## src/sv/mfi_pkg.sv

```systemverilog
package mfi_pkg;

  // default data path width
  localparam int MFI_WIDTH = 32;

  // sequencer states
  typedef enum logic [2:0] {
    ST_IDLE,
    ST_REDUCE,
    ST_EXP,
    ST_MUL,
    ST_SQR,
    ST_DONE
  } mfi_state_t;

endpackage

```

## src/sv/mfi_mulmod.sv

```systemverilog
module mfi_mulmod
  import mfi_pkg::*;
#(
  parameter int WIDTH = MFI_WIDTH
) (
  input  logic             clk,
  input  logic             rst_n,
  input  logic             start,
  input  logic [WIDTH-1:0] op_a,
  input  logic [WIDTH-1:0] op_b,
  input  logic [WIDTH-1:0] modulus,
  output logic             done,
  output logic [WIDTH-1:0] product
);

  logic             busy_r, busy_nxt;
  logic [WIDTH-1:0] acc_r, acc_nxt;
  logic [WIDTH-1:0] dbl_r, dbl_nxt;
  logic [WIDTH-1:0] b_r, b_nxt;
  logic [WIDTH-1:0] m_r, m_nxt;
  logic [WIDTH:0]   sum_acc, sum_dbl;
  logic [WIDTH:0]   red_acc, red_dbl;

  // modular add of accumulator and doubled operand, and modular doubling of that operand, both below the modulus
  always_comb begin
    sum_acc = {1'b0, acc_r} + {1'b0, dbl_r};
    sum_dbl = {1'b0, dbl_r} + {1'b0, dbl_r};
    red_acc = (sum_acc >= {1'b0, m_r}) ? sum_acc - {1'b0, m_r} : sum_acc;
    red_dbl = (sum_dbl >= {1'b0, m_r}) ? sum_dbl - {1'b0, m_r} : sum_dbl;
  end

  // one multiplier bit per cycle, stop once no set bits remain
  assign done    = busy_r && (b_r == '0);
  assign product = acc_r;

  always_comb begin
    busy_nxt = busy_r;
    acc_nxt  = acc_r;
    dbl_nxt  = dbl_r;
    b_nxt    = b_r;
    m_nxt    = m_r;
    if (start) begin
      busy_nxt = 1'b1;
      acc_nxt  = '0;
      dbl_nxt  = op_a;
      b_nxt    = op_b;
      m_nxt    = modulus;
    end else if (busy_r) begin
      if (b_r == '0) begin
        busy_nxt = 1'b0;
      end else begin
        if (b_r[0]) begin
          acc_nxt = red_acc[WIDTH-1:0];
        end
        dbl_nxt = red_dbl[WIDTH-1:0];
        b_nxt   = b_r >> 1;
      end
    end
  end

  // control state
  always_ff @(posedge clk) begin
    if (!rst_n) begin
      busy_r <= 1'b0;
    end else begin
      busy_r <= busy_nxt;
    end
  end

  // operand registers
  always_ff @(posedge clk) begin
    acc_r <= acc_nxt;
    dbl_r <= dbl_nxt;
    b_r   <= b_nxt;
    m_r   <= m_nxt;
  end

endmodule

```

## src/sv/modular_inverse_fermat.sv

```systemverilog
// Modular exponentiation base_value^(modulus-2) mod modulus, the Fermat inverse
// when modulus is prime. The base is first reduced, then the exponent is scanned
// from its lowest bit by square-and-multiply. All products run on one shared
// add-and-double modular multiplier that retires one multiplier bit per cycle,
// so the time a product takes is set by the bit length of its second operand.
// An item takes the reduction plus one square per exponent bit up to the top
// set bit and one extra product per set bit. A modulus below two answers 0
// with no product. in_tready is high only while the sequencer is idle; the
// result sits in an output register, so the next word is taken while the last
// result waits.
module modular_inverse_fermat
  import mfi_pkg::*;
#(
  parameter int WIDTH = MFI_WIDTH
) (
  input  logic                                clk,
  input  logic                                rst_n,
  input  logic                                in_tvalid,
  output logic                                in_tready,
  // base_value [WIDTH-1:0], modulus [2*WIDTH-1:WIDTH]
  input  logic [((2*WIDTH+7)/8)*8-1:0]         in_tdata,
  output logic                                out_tvalid,
  input  logic                                out_tready,
  // inverse_value [WIDTH-1:0]
  output logic [((WIDTH+7)/8)*8-1:0]           out_tdata
);

  localparam int OUT_TW = ((WIDTH + 7) / 8) * 8;

  mfi_state_t       state_r, state_nxt;
  logic [WIDTH-1:0] m_r, expo_r, base_r, result_r;
  logic             out_valid_r;
  logic [WIDTH-1:0] out_data_r;

  logic [WIDTH-1:0] in_base, in_mod;
  logic             in_accept, mod_small, out_load;
  logic             mul_start, mul_done;
  logic [WIDTH-1:0] mul_a, mul_b, mul_m, mul_p;

  // input fields
  assign in_base   = in_tdata[WIDTH-1:0];
  assign in_mod    = in_tdata[2*WIDTH-1:WIDTH];
  assign in_accept = in_tvalid && in_tready;
  assign mod_small = (in_mod < WIDTH'(2));
  assign out_load  = (state_r == ST_DONE) && (!out_valid_r || out_tready);

  // shared modular multiplier
  mfi_mulmod #(
    .WIDTH(WIDTH)
  ) u_mulmod (
    .clk    (clk),
    .rst_n  (rst_n),
    .start  (mul_start),
    .op_a   (mul_a),
    .op_b   (mul_b),
    .modulus(mul_m),
    .done   (mul_done),
    .product(mul_p)
  );

  // next state
  always_comb begin
    state_nxt = state_r;
    unique case (state_r)
      ST_IDLE: begin
        if (in_accept) begin
          state_nxt = mod_small ? ST_DONE : ST_REDUCE;
        end
      end
      ST_REDUCE: begin
        if (mul_done) state_nxt = ST_EXP;
      end
      ST_EXP: begin
        if (expo_r == '0) begin
          state_nxt = ST_DONE;
        end else begin
          state_nxt = expo_r[0] ? ST_MUL : ST_SQR;
        end
      end
      ST_MUL: begin
        if (mul_done) state_nxt = ST_SQR;
      end
      ST_SQR: begin
        if (mul_done) state_nxt = ST_EXP;
      end
      ST_DONE: begin
        if (out_load) state_nxt = ST_IDLE;
      end
      default: state_nxt = ST_IDLE;
    endcase
  end

  // outputs: handshake and multiplier requests
  always_comb begin
    in_tready = 1'b0;
    mul_start = 1'b0;
    mul_a     = base_r;
    mul_b     = base_r;
    mul_m     = m_r;
    unique case (state_r)
      ST_IDLE: begin
        in_tready = 1'b1;
        // reduction of the base as 1 * base_value mod modulus
        mul_start = in_tvalid && !mod_small;
        mul_a     = {{(WIDTH-1){1'b0}}, 1'b1};
        mul_b     = in_base;
        mul_m     = in_mod;
      end
      ST_EXP: begin
        mul_start = (expo_r != '0);
        if (expo_r[0]) mul_a = result_r;
      end
      ST_MUL: begin
        mul_start = mul_done;
      end
      ST_REDUCE, ST_SQR, ST_DONE: begin
      end
      default: begin
      end
    endcase
  end

  // control state
  always_ff @(posedge clk) begin
    if (!rst_n) begin
      state_r     <= ST_IDLE;
      out_valid_r <= 1'b0;
    end else begin
      state_r <= state_nxt;
      if (out_load) begin
        out_valid_r <= 1'b1;
      end else if (out_tready) begin
        out_valid_r <= 1'b0;
      end
    end
  end

  // data path registers
  always_ff @(posedge clk) begin
    if (out_load) out_data_r <= result_r;
    unique case (state_r)
      ST_IDLE: begin
        if (in_accept) begin
          m_r      <= in_mod;
          expo_r   <= in_mod - WIDTH'(2);
          result_r <= mod_small ? '0 : {{(WIDTH-1){1'b0}}, 1'b1};
        end
      end
      ST_REDUCE: begin
        if (mul_done) base_r <= mul_p;
      end
      ST_MUL: begin
        if (mul_done) result_r <= mul_p;
      end
      ST_SQR: begin
        if (mul_done) begin
          base_r <= mul_p;
          expo_r <= expo_r >> 1;
        end
      end
      ST_EXP, ST_DONE: begin
      end
      default: begin
      end
    endcase
  end

  assign out_tvalid = out_valid_r;
  assign out_tdata  = OUT_TW'(out_data_r);

`ifndef NO_ASSERTIONS
  // the multiplier never finishes while the sequencer is idle or finished
  a_no_stray_done: assert property (@(posedge clk) disable iff (!rst_n)
    (state_r == ST_IDLE || state_r == ST_DONE) |-> !mul_done)
    else $error("multiplier done outside an exponentiation");

  // operands stay reduced during the exponent scan
  a_reduced: assert property (@(posedge clk) disable iff (!rst_n)
    (state_r == ST_EXP || state_r == ST_MUL || state_r == ST_SQR)
      |-> (base_r < m_r && result_r < m_r))
    else $error("operand not reduced by modulus");

  // a delivered result is below its modulus when the modulus is at least two
  a_result_range: assert property (@(posedge clk) disable iff (!rst_n)
    (out_load && m_r >= WIDTH'(2)) |=> (out_data_r < $past(m_r)))
    else $error("result not below modulus");
`endif

endmodule
```

## config.mk

```make
export PLATFORM = sky130hd
export DESIGN_NAME = modular_inverse_fermat
export DESIGN_NICKNAME = d
export VERILOG_FILES = /design/src/sv/mfi_pkg.sv /design/src/sv/mfi_mulmod.sv /design/src/sv/modular_inverse_fermat.sv
export SDC_FILE = /design/constraint.sdc
export NUM_CORES = 1
export LEC_CHECK = 0
export BUFFER_PORTS_ARGS = -buffer_cell sky130_fd_sc_hd__buf_2
export CORE_MARGIN = 3
export CORE_UTILIZATION = 50
export DETAILED_ROUTE_END_ITERATION = 16
export GPL_TIMING_DRIVEN = 0
export PLACE_DENSITY = 0.7
export SLEW_MARGIN = 20
export SYNTH_ARGS = -nofsm -noshare
export SYNTH_HDL_FRONTEND = slang
export SYNTH_SLANG_ARGS = --single-unit
```

## constraint.sdc

```tcl
create_clock -name clk -period 4.4 [get_ports clk]
set_clock_uncertainty 0.05 [all_clocks]
set_input_delay 0.22 -clock clk [delete_from_list [all_inputs] [get_ports clk]]
set_output_delay 0.22 -clock clk [all_outputs]
set_load 0.005 [all_outputs]
```

**After elaboration in Yosys (flattened, before gate mapping)**

Cells that the tools add are included.

- Logic and storage cells: 89
- Flip-flop bits (word level): 293
- Bits of input ports: 68
- Output and inout port bits: 34

- Reductions and logical operators: 23
- Add/subtract/negate cells: 5
- Eq/ne operators: 11
- Order comparisons: 3
- Muxes and demuxes: 34
- Bitwise gates (word level): 1

Operators with widths:

| cell | count |
|---|---|
| $mux 32 | 15 |
| $pmux 32 s2 | 3 |
| $add 32x32->33 | 2 |
| $ge 33x32->1 | 2 |
| $logic_not 32->1 | 2 |
| $sub 32x32->32 | 2 |
| $lt 32x2->1 const B | 1 |
| $reduce_bool 32->1 | 1 |
| $sub 32x2->32 const B | 1 |
| $mux 3 | 7 |
| $pmux 3 s5 | 1 |
| $ne 2x2->1 const B | 5 |
| $reduce_and 3->1 | 3 |
| $reduce_bool 2->1 | 4 |
| $mux 1 | 7 |
| $eq 3x2->1 const B | 2 |
| $eq 3x3->1 const B | 2 |
| $reduce_and 2->1 | 3 |
| $logic_and 1x1->1 | 4 |
| $reduce_and 4->1 | 1 |
| $eq 3x1->1 const B | 1 |
| $logic_not 3->1 | 1 |
| $pmux 1 s3 | 1 |
| $logic_not 1->1 | 2 |
| 4 further kinds | 4 |

**Depth between registers and ports, before layout**

Gate-level depths: netlist of run 1.

- Depth after elaboration: 6
- Depth in mapped cells: 22
- Mapped depth without buffers: 19

**Hierarchy**

From an unflattened synthesis of run 1, not the netlist that was laid out.

- Cell total of the unflattened synthesis: 1687
- Area, all modules: 18131.1 um^2

Modules (own cells, without submodules):

| module | area an instance (um^2) | sequential area each (um^2) | cells an instance | times used |
|---|---|---|---|---|
| mfi_mulmod | 10631.4 | 3543.4 | 1160 | 1 |
| modular_inverse_fermat | 7499.7 | 4884.7 | 527 | 1 |

**Least setup slack after synthesis of run 1**

No wires, ideal clock.

- Kind: register to register
- From: register u_mulmod.dbl_r[0]
- To: register u_mulmod.acc_r[31], in the netlist u_mulmod.product[31]
- Setup slack: -321 ps
- Cell stages (with the launch flop): 20
- Library setup time: 119 ps
- Required time: 4231 ps
- Data arrival time: 4553 ps
- Clock period less this slack: 4721 ps
- Buffers on the path: 1
- Cells stage by stage: edfxtp_1 > ha_1 > fa_1 > a21oi_1 > o2111ai_1 > a31oi_1 > o21ai_0 > a21o_1 > a21oi_1 > xnor2_1 > ha_1 > clkbuf_1 > a21o_1 > a21o_1 > a21oi_1 > a21boi_0 > o21ai_2 > a31oi_1 > nor3_1 > o221a_2

- Longest elaborated chain between the ends: 3
- Elaborated cells on any way between the ends: 4
- Classes of those cells: 2 x add/sub; 1 x order compare; 1 x mux

RTL lines:

| element | line | source |
|---|---|---|
| from (decl) | mfi_mulmod.sv:18 | `logic [WIDTH-1:0] dbl_r, dbl_nxt;` |
| from (signal assigned) | mfi_mulmod.sv:73 | `dbl_r <= dbl_nxt;` |
| $add 32x32->33 (*) | mfi_mulmod.sv:26 | `sum_acc = {1'b0, acc_r} + {1'b0, dbl_r};` |
| $sub 32x32->32 / $ge 33x32->1 (equally long branches) | mfi_mulmod.sv:28 | `red_acc = (sum_acc >= {1'b0, m_r}) ? sum_acc - {1'b0, m_r} : sum_acc;` |
| $mux 32 (*) | mfi_mulmod.sv:28 |  |
| to (signal assigned) | mfi_mulmod.sv:72 | `acc_r <= acc_nxt;` |
| to (decl) | mfi_mulmod.sv:17 | `logic [WIDTH-1:0] acc_r, acc_nxt;` |

Every way passes the cells marked *; elsewhere a longest branch is shown, timed or not.
A chain may end at the register's enable or synchronous reset.

**Worst setup path in the final report of run 1**

- From: register u_mulmod.dbl_r[14]
- To: register u_mulmod.acc_r[10], in the netlist u_mulmod.product[10]

- Longest elaborated chain between the ends: 3

RTL lines:

| element | line |
|---|---|
| $add 32x32->33 | mfi_mulmod.sv:26 |
| $ge 33x32->1 | mfi_mulmod.sv:28 |
| $mux 32 | mfi_mulmod.sv:28 |

No other way between the ends.

==> reports/metrics.yaml, run 1 <==
cp_max_fo: 10
syn_avg_cell_area_um2: 10.35
ys_ff_latch: 293
fin_crit_sh_pct: 110.9
htreeDepth: 1
tightest_slew_ns: 1.247
synthTopCellsByArea: "edfxtp_1, ha_1, dfxtp_1"
drive_gt1_share_pct: 18.98
area_growth_pct: 23.08
num_vias: 14535
synth_flop_cell: "edfxtp_1"
synth_area_leader_cell: "edfxtp_1"
antenna_cells: 0
post-route-min-period_ns: 4.881
start_util_pct: 51.54
synth_top_area_share_pct: 43.82
powerDensity_nw_per_um2: 726.1
port_buffers: 101
max_stage_delay_ns: 0.48
clk_path_buf_depth: 3
final_max_slew_viol_count: 0
placedCellCount: 2251
rrSetupSlack_ns: -0.48
synth_area_um2: 17540
utilization_pct: 63.44
pin_count: 102
clkLatencyLatePin_ns: 0.56
grt_max_degree: 44
hold_path_class: "in2reg"
startpoint_type: "flop"
crit_required_ns: 4.78
drt-initial-drc-count: 1168
post_drt_wl_per_cell_um: 21.20
cts_tree: "yes"
grt_pass1_vias: 13868
drt_first_pass_iters: 5
antenna_left: 0
core_area_um2: 34040
ys_seq_area_share_pct: 48.04
syn_inst: 1695
fmax_ghz: 0.2049
grt-ovfl-total: 0
critPathTopFamily: "compound AO/OA/AOI/OAI gates"
final_nets: 2109
critPathCaptureType: "flop"
async_flop_share_pct: 0
synth_nets: 1863
fin_area_um2: 21590
path_cells: "ha_4 > and3_2 > and2_1 > a22o_1 > o31a_1 > buf_4 > a21bo_4 > a211oi_4 > xnor2_2 > ha_4 > nand2_4 > nor2_4 > nand4_1 > a31oi_4 > a2111oi_4 > o41ai_4 > a31o_4 > buf_12 > buf_12 > mux2i_2 > a21oi_2"
hold_viol: 0
clock-sinks: 293
maxCapViolations: 0
finalSetupViolCount: 32
fp-row-count: 67
dieHeight_um: 193.3
critPathSlowestCell: "edfxtp_1"
criticalPathCategory: "reg2reg"
violations: "setup timing"
antenna_found_initial: 0
place.gp.congestion: 0.9377
die_w_um: 193.3
fillers: 2738
synth_edf_count: 256
place_area_um2: 18840
avgViaCountPerCell: 6.024
worstPathArrival_ns: 5.26
yosysWarnings: 0
path_clk_slew_ns: 0.06
cts_buffers: 31
cp.buffers_inverters: 3
ctsRootBufferMaster: "clkbuf_16"
p_leak_nw: 8.552
slew_headroom_pct: 16.25
grt_use_total_pct: 26.04
wl_mm: 51.16
drc: 0
layout.cells.non_filler: 2413
status: "finished with violations"
synth_cell_types: 77
hpwl_mm: 38.73
die_area_um2: 37370
rsz0062_at_grt: "true"
vdd.ir_drop.worst_uv: 367.9
setup_slack_ns: -0.4812
grt_pass1_wl_mm: 77.89
-- layout make-up --
| type | count | area (um^2) | area share (%) |
|---|---|---|---|
| Buffer | 73 | 359.1 | 1.663 |
| Clock buffer | 42 | 827.0 | 3.830 |
| Timing Repair Buffer | 220 | 1688 | 7.817 |
| Sequential cell | 293 | 8429 | 39.04 |
| Tap cell | 448 | 560.5 | 2.596 |
| Inverter | 64 | 240.2 | 1.113 |
| Clock inverter | 15 | 211.5 | 0.9793 |
| Multi-Input combinational cell | 1258 | 9276 | 42.96 |
-- power breakdown --
part	leakage [nW]	switching, W	internal [W]	total, W
clock	0.502	0.00109	0.00161	0.00270
combinational	5.29	0.00496	0.00417	0.00913
sequential	2.76	0.000363	0.00348	0.00384
-- metal layers --
metal	vias up	global-route usage [%]	share of wire, %
li1	6885	-	-
met1	6959	35.97	44
met2	624	43.49	47
met3	67	3.444	7.0
met4	0	7.152	2.4
met5	-	0	0
-- worst paths after layout --
check | startpoint | end | cells after the start
worst min-delay path | in_tdata[9] | u_mulmod.b_r[9]$_DFFE_PP_ | 3
worst max register to register | u_mulmod.dbl_r[14]$_DFFE_PP_ | u_mulmod.product[10]$_SDFFE_PP0P_ | 21
worst max-delay path | u_mulmod.dbl_r[14]$_DFFE_PP_ | u_mulmod.product[10]$_SDFFE_PP0P_ | 21
worst min register to register | result_r[7]$_SDFFCE_PN0P_ | out_tdata[7]$_DFFE_PP_ | 0
-- synthesized netlist by cell type (7+ instances only) --
master,n
ha_1,97
mux2_2,37
o211ai_1,8
nor3_1,34
a21oi_1,125
and2_1,10
nand3_1,29
nand4_1,12
clkbuf_1,56
nor2_1,84
and3_1,40
xor2_1,31
a31oi_1,36
nand2b_1,8
nor4_1,25
xnor2_1,71
o21ai_1,8
nor2b_1,7
buf_2,15
nand2_1,196
or3_1,10
dfxtp_1,37
a211oi_1,11
edfxtp_1,256
a21o_1,36
a21boi_0,7
o21a_1,10
o21bai_1,13
mux2i_1,59
o21ai_0,123
a221oi_1,33
inv_1,64
-- timing repair --
action | CTS | global route
endpoints found under the hold margin | 68 | 0
setup endpoints to repair | 61 | 60
gates resized for setup | 67 | 60
cloned | 2 | 0
hold buffers | 55 | 0
buffers inserted | 24 | 31
pin swaps | 42 | 40
-- sequential cells by signal (all words and copies together), names as in the netlist --
signal,flops
base_r,32
expo_r,32
m_r,32
out_tdata,32
result_r,32
u_mulmod.b_r,32
u_mulmod.dbl_r,32
u_mulmod.m_r,32
u_mulmod.product,32
state_r,3
out_tvalid,1
u_mulmod.busy_r,1
-- cell usage in the layout (no fill, tap or decap), drive strengths merged, types with 30 or more instances in the layout --
master       netlist  routed
inv               64      65
nand3             30      30
ha                97      97
dfxtp             37      37
mux2              37      37
a221oi            33      33
buf               24     188
edfxtp           256     256
nand2            196     196
xnor2             71      71
mux2i             59      59
a21o              36      36
nor2              84      84
and3              40      40
o21ai            132     132
a31oi             36      36
nor3              35      35
dlygate4sd3        0      55
clkbuf            56      92
a21oi            125     125
xor2              31      31
-- per-stage QoR --
stage	setup WS (ns)	setup TNS, ns	total power (W)	hold WS, ns
floorplan	0.01068	0	0.009085	0.2689
global placement	-1.837	-294.64	0.01068	0.3814
global route	-0.5784	-16.53	0.01656	0.01443
detailed placement	-1.476	-50.05	0.01076	0.3835
finish	-0.4812	-12.77	0.01568	0.008212
CTS	-0.6086	-18.16	0.01463	0.001192
-- worst min-delay path: stages --
cell and delay, ns:
buf_2 0.08, mux2i_1 0.05, o21ai_0 0.15
-- cell families (layout without fill, tap and decap cells) --
| family | after synthesis | in the layout | synth area share [%] |
|---|---|---|---|
| AND/OR/NAND/NOR | 488 | 488 | 13.40 |
| AO/OA/AOI/OAI | 472 | 472 | 17.12 |
| flip-flops | 293 | 293 | 48.04 |
| buffers and inverters | 144 | 414 | 3.338 |
| XOR/XNOR | 102 | 102 | 5.092 |
| adder cells (fa/ha/maj) | 100 | 100 | 7.261 |
| multiplexers | 96 | 96 | 5.741 |
(Power assumes the default switching activity.)
==> run 2, diff against run 1 <==
--- a/config.mk
+++ b/config.mk
@@ -9,7 +9,6 @@
 export CORE_MARGIN = 3
 export CORE_UTILIZATION = 50
 export DETAILED_ROUTE_END_ITERATION = 16
-export GPL_TIMING_DRIVEN = 0
 export PLACE_DENSITY = 0.7
 export SLEW_MARGIN = 20
 export SYNTH_ARGS = -nofsm -noshare
==> reports/metrics.yaml, run 2 (synthesis gave the netlist of run 1 again) <==
die_area_um2: 37370
drive_gt1_share_pct: 24.25
p_sw_w: 0.006417
p_leak_nw: 9.018
layout.cells.non_filler: 2469
critPathCaptureType: "flop"
setup_slack_ns: -0.1610
grt_pass1_vias: 14159
ctsRootBufferMaster: "clkbuf_16"
cp.buffers_inverters: 5
num_vias: 14692
worstPathArrival_ns: 4.87
vdd.ir_drop.worst_uv: 336.2
p_comb_share_pct: 59.8
area_growth_pct: 24.63
crit_top_cell: "buf_4"
pin_count: 102
cp_max_fo: 7
crit_start: "u_mulmod.dbl_r[0]$_DFFE_PP_"
antenna_cells: 0
drt-initial-drc-count: 1094
intPower_w: 0.009593
hold_start: "in_tdata[31]"
hpwl_mm: 36.55
clock-sinks: 293
drt_first_pass_iters: 5
place_area_um2: 19860
path_clk_slew_ns: 0.06
startpoint_type: "flop"
rrSetupSlack_ns: -0.16
hold_end: "u_mulmod.b_r[31]$_SDFFCE_PN0P_"
critPathSlowestCell: "edfxtp_1"
final_nets: 2164
dieHeight_um: 193.3
start_util_pct: 51.54
crit_required_ns: 4.70
critPathTopFamily: "compound AO/OA/AOI/OAI gates"
cts_buffers: 34
clk_path_buf_depth: 3
cts_tree: "yes"
antenna_found_initial: 0
min_path_cells: 3
r2r-end: "u_mulmod.product[15]$_SDFFE_PP0P_"
rsz0062_at_grt: "true"
fmax_ghz: 0.2193
grt_use_total_pct: 25.40
grt_pass1_wl_mm: 77.08
reg2regPathDepth: 23
tightest_slew_ns: 1.094
violations: "setup timing"
final_max_slew_viol_count: 0
p_clk_share_pct: 16.8
clkLatencyLatePin_ns: 0.51
place.gp.congestion: 0.9671
p_seq_share_pct: 23.4
port_buffers: 101
hold-worst-slack_ns: 0.01550
placedCellCount: 2353
final_common_cell: "edfxtp_1"
grt_max_degree: 108
fin_crit_sh_pct: 103.7
die_w_um: 193.3
powerDensity_nw_per_um2: 732.3
post_drt_wl_per_cell_um: 20.03
path_cells: "ha_4 > fa_2 > a21oi_2 > o2111ai_2 > a31oi_4 > buf_6 > o21bai_1 > a21oi_1 > xnor2_1 > ha_1 > buf_4 > nand2_1 > nor3_1 > buf_4 > nand4_1 > a31oi_2 > a2111oi_4 > o41ai_2 > a31o_4 > buf_12 > buf_4 > mux2i_1 > a21oi_1"
status: "finished with violations"
finalSetupViolCount: 31
antenna_left: 0
core_area_um2: 34040
htreeDepth: 2
final_cell_mix: "edfxtp_1, buf_4, nand2_1"
max_stage_delay_ns: 0.43
drc: 0
hold_path_class: "in2reg"
fp-row-count: 67
avgViaCountPerCell: 5.951
finalPower_w: 0.01601
hold_viol: 0
maxCapViolations: 0
grt-ovfl-total: 0
p_sw_share_pct: 40.08
criticalPathCategory: "reg2reg"
r2r_start: "u_mulmod.dbl_r[0]$_DFFE_PP_"
fin_area_um2: 21860
slew_headroom_pct: 27.04
wl_mm: 49.45
post-route-min-period_ns: 4.561
pre_cts_slack_ns: -0.3932
==> run 2: cell types whose count changed in the layout (fill, tap and decap cells not counted), sizes merged <==
cell | previous run | this run
bufinv | 5 | 1
dlygate4sd3 | 55 | 33
inv | 65 | 68
clkbuf | 92 | 45
buf | 188 | 312
clkinv | 7 | 9
==> run 2: worst max-delay path by stage <==
stage / to / slack [ns] / depth (start not counted)
2_1_floorplan: u_mulmod.product[21]$_SDFFE_PP0P_ / 0.01 / 22
3_3_place_gp: u_mulmod.product[26]$_SDFFE_PP0P_ / -0.24 / 21
3_5_place_dp: u_mulmod.product[9]$_SDFFE_PP0P_ / -0.39 / 22
4_1_cts: u_mulmod.product[4]$_SDFFE_PP0P_ / -0.23 / 22
5_1_grt: u_mulmod.product[1]$_SDFFE_PP0P_ / -0.37 / 22
6_report: u_mulmod.product[15]$_SDFFE_PP0P_ / -0.16 / 23
==> run 2: worst min-delay path, delay by kind of cell <==
kind | cells | cell delay, ns
buffers and inverters | 1 | 0.10
muxes | 1 | 0.06
and+or+nand+nor | 1 | 0.08
==> run 2: stage by stage <==
stage          utilization (%)  TNS [ns]
6_report                 64.24    -2.762
2_1_floorplan                -         0
5_1_grt                  64.24    -9.125
3_3_place_gp             58.36    -4.557
4_1_cts                  63.50    -5.059
3_5_place_dp             58.36    -9.595
==> run 2: routing by layer <==
metal / up-vias / share of wire (%) / global-route usage (%)
met5: - / 0 / 0
met1: 7070 / 46 / 37.78
li1: 6991 / - / -
met2: 569 / 44 / 39.16
met3: 62 / 8.1 / 4.523
met4: 0 / 2.1 / 5.572
==> run 2: final cells by class <==
type                    instances  area (um^2)
multi-input cells            1258         9022
clock inverters                16        122.6
well taps                     448        560.5
clock buffers                  45        923.4
inverters                      64        240.2
flip-flops and latches        293         8429
repair buffers                345         2565
fillers                      2714        12170
==> run 2: timing repair <==
item | 4_1_cts | 5_1_grt
setup endpoints to repair | 32 | 32
buffers inserted | 17 | 3
pin swaps | 61 | 35
cloned | 1 | 0
gates resized for setup | 45 | 36
hold endpoints to repair | 38 | 0
hold buffers | 33 | 0
==> run 2: power groups by stage <==
stage | combinational [W] | sequential, W | clock, W
after floorplan | 0.00538 | 0.00370 | 0
after global placement | 0.00829 | 0.00377 | 0
after detailed placement | 0.00839 | 0.00378 | 0
after CTS | 0.00907 | 0.00373 | 0.00273
after global routing | 0.0104 | 0.00378 | 0.00283
final | 0.00958 | 0.00374 | 0.00269
==> run 3, diff against run 2 <==
--- a/config.mk
+++ b/config.mk
@@ -9,7 +9,8 @@
 export CORE_MARGIN = 3
 export CORE_UTILIZATION = 50
 export DETAILED_ROUTE_END_ITERATION = 16
-export PLACE_DENSITY = 0.7
+export PLACE_DENSITY = 0.67
+export SKIP_LAST_GASP = 1
 export SLEW_MARGIN = 20
 export SYNTH_ARGS = -nofsm -noshare
 export SYNTH_HDL_FRONTEND = slang
==> constraint.sdc (replaced) <==
create_clock -name clk -period 5.5 [get_ports clk]
set_clock_uncertainty 0.05 [all_clocks]
set_input_delay 0.275 -clock clk [delete_from_list [all_inputs] [get_ports clk]]
set_output_delay 0.275 -clock clk [all_outputs]
set_load 0.005 [all_outputs]
==> reports/metrics.yaml, run 3 (synthesis gave the netlist of run 1 again) <==
status: "complete, no violations"
max_stage_delay_ns: 0.43
drt_first_pass_iters: 5
grt_use_total_pct: 23.48
critPathTopFamily: "compound AO/OA/AOI/OAI gates"
post-route-min-period_ns: 5.223
ctsRootBufferMaster: "clkbuf_16"
critPathCaptureType: "flop"
pre_cts_slack_ns: 0.2689
finalSetupViolCount: 0
fillers: 2882
maxCapViolations: 0
critPathSlowestCell: "edfxtp_1"
clk_path_buf_depth: 3
final_max_slew_viol_count: 0
place_area_um2: 18530
core_area_um2: 34040
fp-row-count: 67
cp.buffers_inverters: 1
clkLatencyLatePin_ns: 0.51
slew_headroom_pct: 26.74
fmax_ghz: 0.1915
worstPathArrival_ns: 5.56
fin_crit_sh_pct: 94.97
vdd.ir_drop.worst_uv: 234.8
pin_count: 102
final_cell_mix: "edfxtp_1, nand2_1, a21oi_1"
final_common_cell: "edfxtp_1"
grt_max_degree: 153
antenna_left: 0
drc: 0
p_sw_w: 0.004508
startpoint_type: "flop"
drt-initial-drc-count: 1047
path_cells: "ha_1 > fa_1 > a21oi_1 > o2111ai_1 > a31oi_1 > buf_4 > o21ai_0 > xor2_1 > ha_1 > and2_1 > a221o_1 > a2111oi_0 > o31a_1 > nor3b_4 > o22a_1 > a31oi_1 > a2111oi_2 > a311o_1"
criticalPathCategory: "reg2reg"
powerDensity_nw_per_um2: 553.3
dieHeight_um: 193.3
grt_pass1_wl_mm: 71.57
final_nets: 1982
place.gp.congestion: 1.006
hold_path_class: "in2reg"
crit_required_ns: 5.84
intPower_w: 0.006601
cp_max_fo: 6
die_w_um: 193.3
htreeDepth: 2
hpwl_mm: 33.44
fin_area_um2: 20080
utilization_pct: 58.99
avgViaCountPerCell: 5.975
die_area_um2: 37370
path_clk_slew_ns: 0.06
tightest_slew_ns: 1.099
hold_viol: 0
cts_buffers: 34
p_leak_nw: 8.060
p_seq_share_pct: 27.4
antenna_found_initial: 0
p_comb_share_pct: 51.8
cts_tree: "yes"
num_vias: 13652
grt_pass1_vias: 13068
area_growth_pct: 14.44
port_buffers: 101
clock-sinks: 293
post_drt_wl_per_cell_um: 19.92
antenna_cells: 0
rsz0062_at_grt: "false"
grt-ovfl-total: 0
start_util_pct: 51.54
tns_ns: 0
setup_slack_ns: 0.2768
p_clk_share_pct: 20.9
hold-worst-slack_ns: 0.01747
wl_mm: 45.51
drive_gt1_share_pct: 14.32
p_sw_share_pct: 40.58
## run 3: cell types whose count changed in the layout (fill, tap and decap cells not counted), moves of 7 or more
cell | before | now
ha_4 | 8 | 0
o21ai_1 | 15 | 8
buf_6 | 8 | 0
ha_1 | 89 | 96
buf_4 | 195 | 30
o21ai_0 | 112 | 121
## run 3: stage by stage
stage / cells / power [W]
after global placement: 2188 / 0.008436
after global routing: 2285 / 0.01185
after detailed placement: 2188 / 0.008479
after floorplan: 1695 / 0.007222
final: 2285 / 0.01111
after CTS: 2277 / 0.01085
## run 3: layer usage
metal  part of all wire (%)  global-route usage [%]  up-vias
met5                      0                       0        -
met4                    2.7                   6.563        0
met3                    7.7                   3.809       71
met2                     42                   34.68      522
met1                     48                   35.87     6418
li1                       -                       -     6641
## run 3: power groups by stage
stage | registers [W] | logic [W] | clock network, W
floorplan | 0.00296 | 0.00426 | 0
global placement | 0.00306 | 0.00537 | 0
detailed placement | 0.00307 | 0.00541 | 0
CTS | 0.00303 | 0.00546 | 0.00235
global route | 0.00307 | 0.00634 | 0.00244
finish | 0.00304 | 0.00575 | 0.00232
## run 3: final cells by class
type,instances,area [um^2],area share [%]
Clock inverter,18,229.0,1.140
Sequential cell,293,8428,41.98
Timing Repair Buffer,163,1071,5.335
Tap cell,448,560.5,2.792
Clock buffer,41,908.4,4.524
Multi-Input combinational cell,1258,8640,43.03
Inverter,64,240.2,1.197
## run 3: worst register-to-register path: stages (launching register included)
cell and delay (ns):
edfxtp_1 0.43, ha_1 0.25, fa_1 0.41, a21oi_1 0.27
o2111ai_1 0.20, a31oi_1 0.24, buf_4 0.17, o21ai_0 0.14
xor2_1 0.25, ha_1 0.34, and2_1 0.24, a221o_1 0.39
a2111oi_0 0.37, o31a_1 0.30, nor3b_4 0.10, o22a_1 0.24
a31oi_1 0.26, a2111oi_2 0.11, a311o_1 0.33
## run 3: worst paths after layout
path | startpoint | to | slack [ns] | cells after the start
max | u_mulmod.dbl_r[0]$_DFFE_PP_ | u_mulmod.product[28]$_SDFFE_PP0P_ | 0.28 | 18
min | in_tdata[58] | m_r[26]$_DFFE_PP_ | 0.02 | 1
max reg2reg | u_mulmod.dbl_r[0]$_DFFE_PP_ | u_mulmod.product[28]$_SDFFE_PP0P_ | 0.28 | 18
min reg2reg | result_r[9]$_SDFFCE_PN0P_ | out_tdata[9]$_DFFE_PP_ | 0.40 | 0
## run 3: timing repair
item                                    in CTS  in global routing
setup buffers                                0                  8
endpoints found under the setup margin       0                 28
hold buffers                                30                  0
resized for setup                            0                  9
endpoints found under the hold margin       32                  0
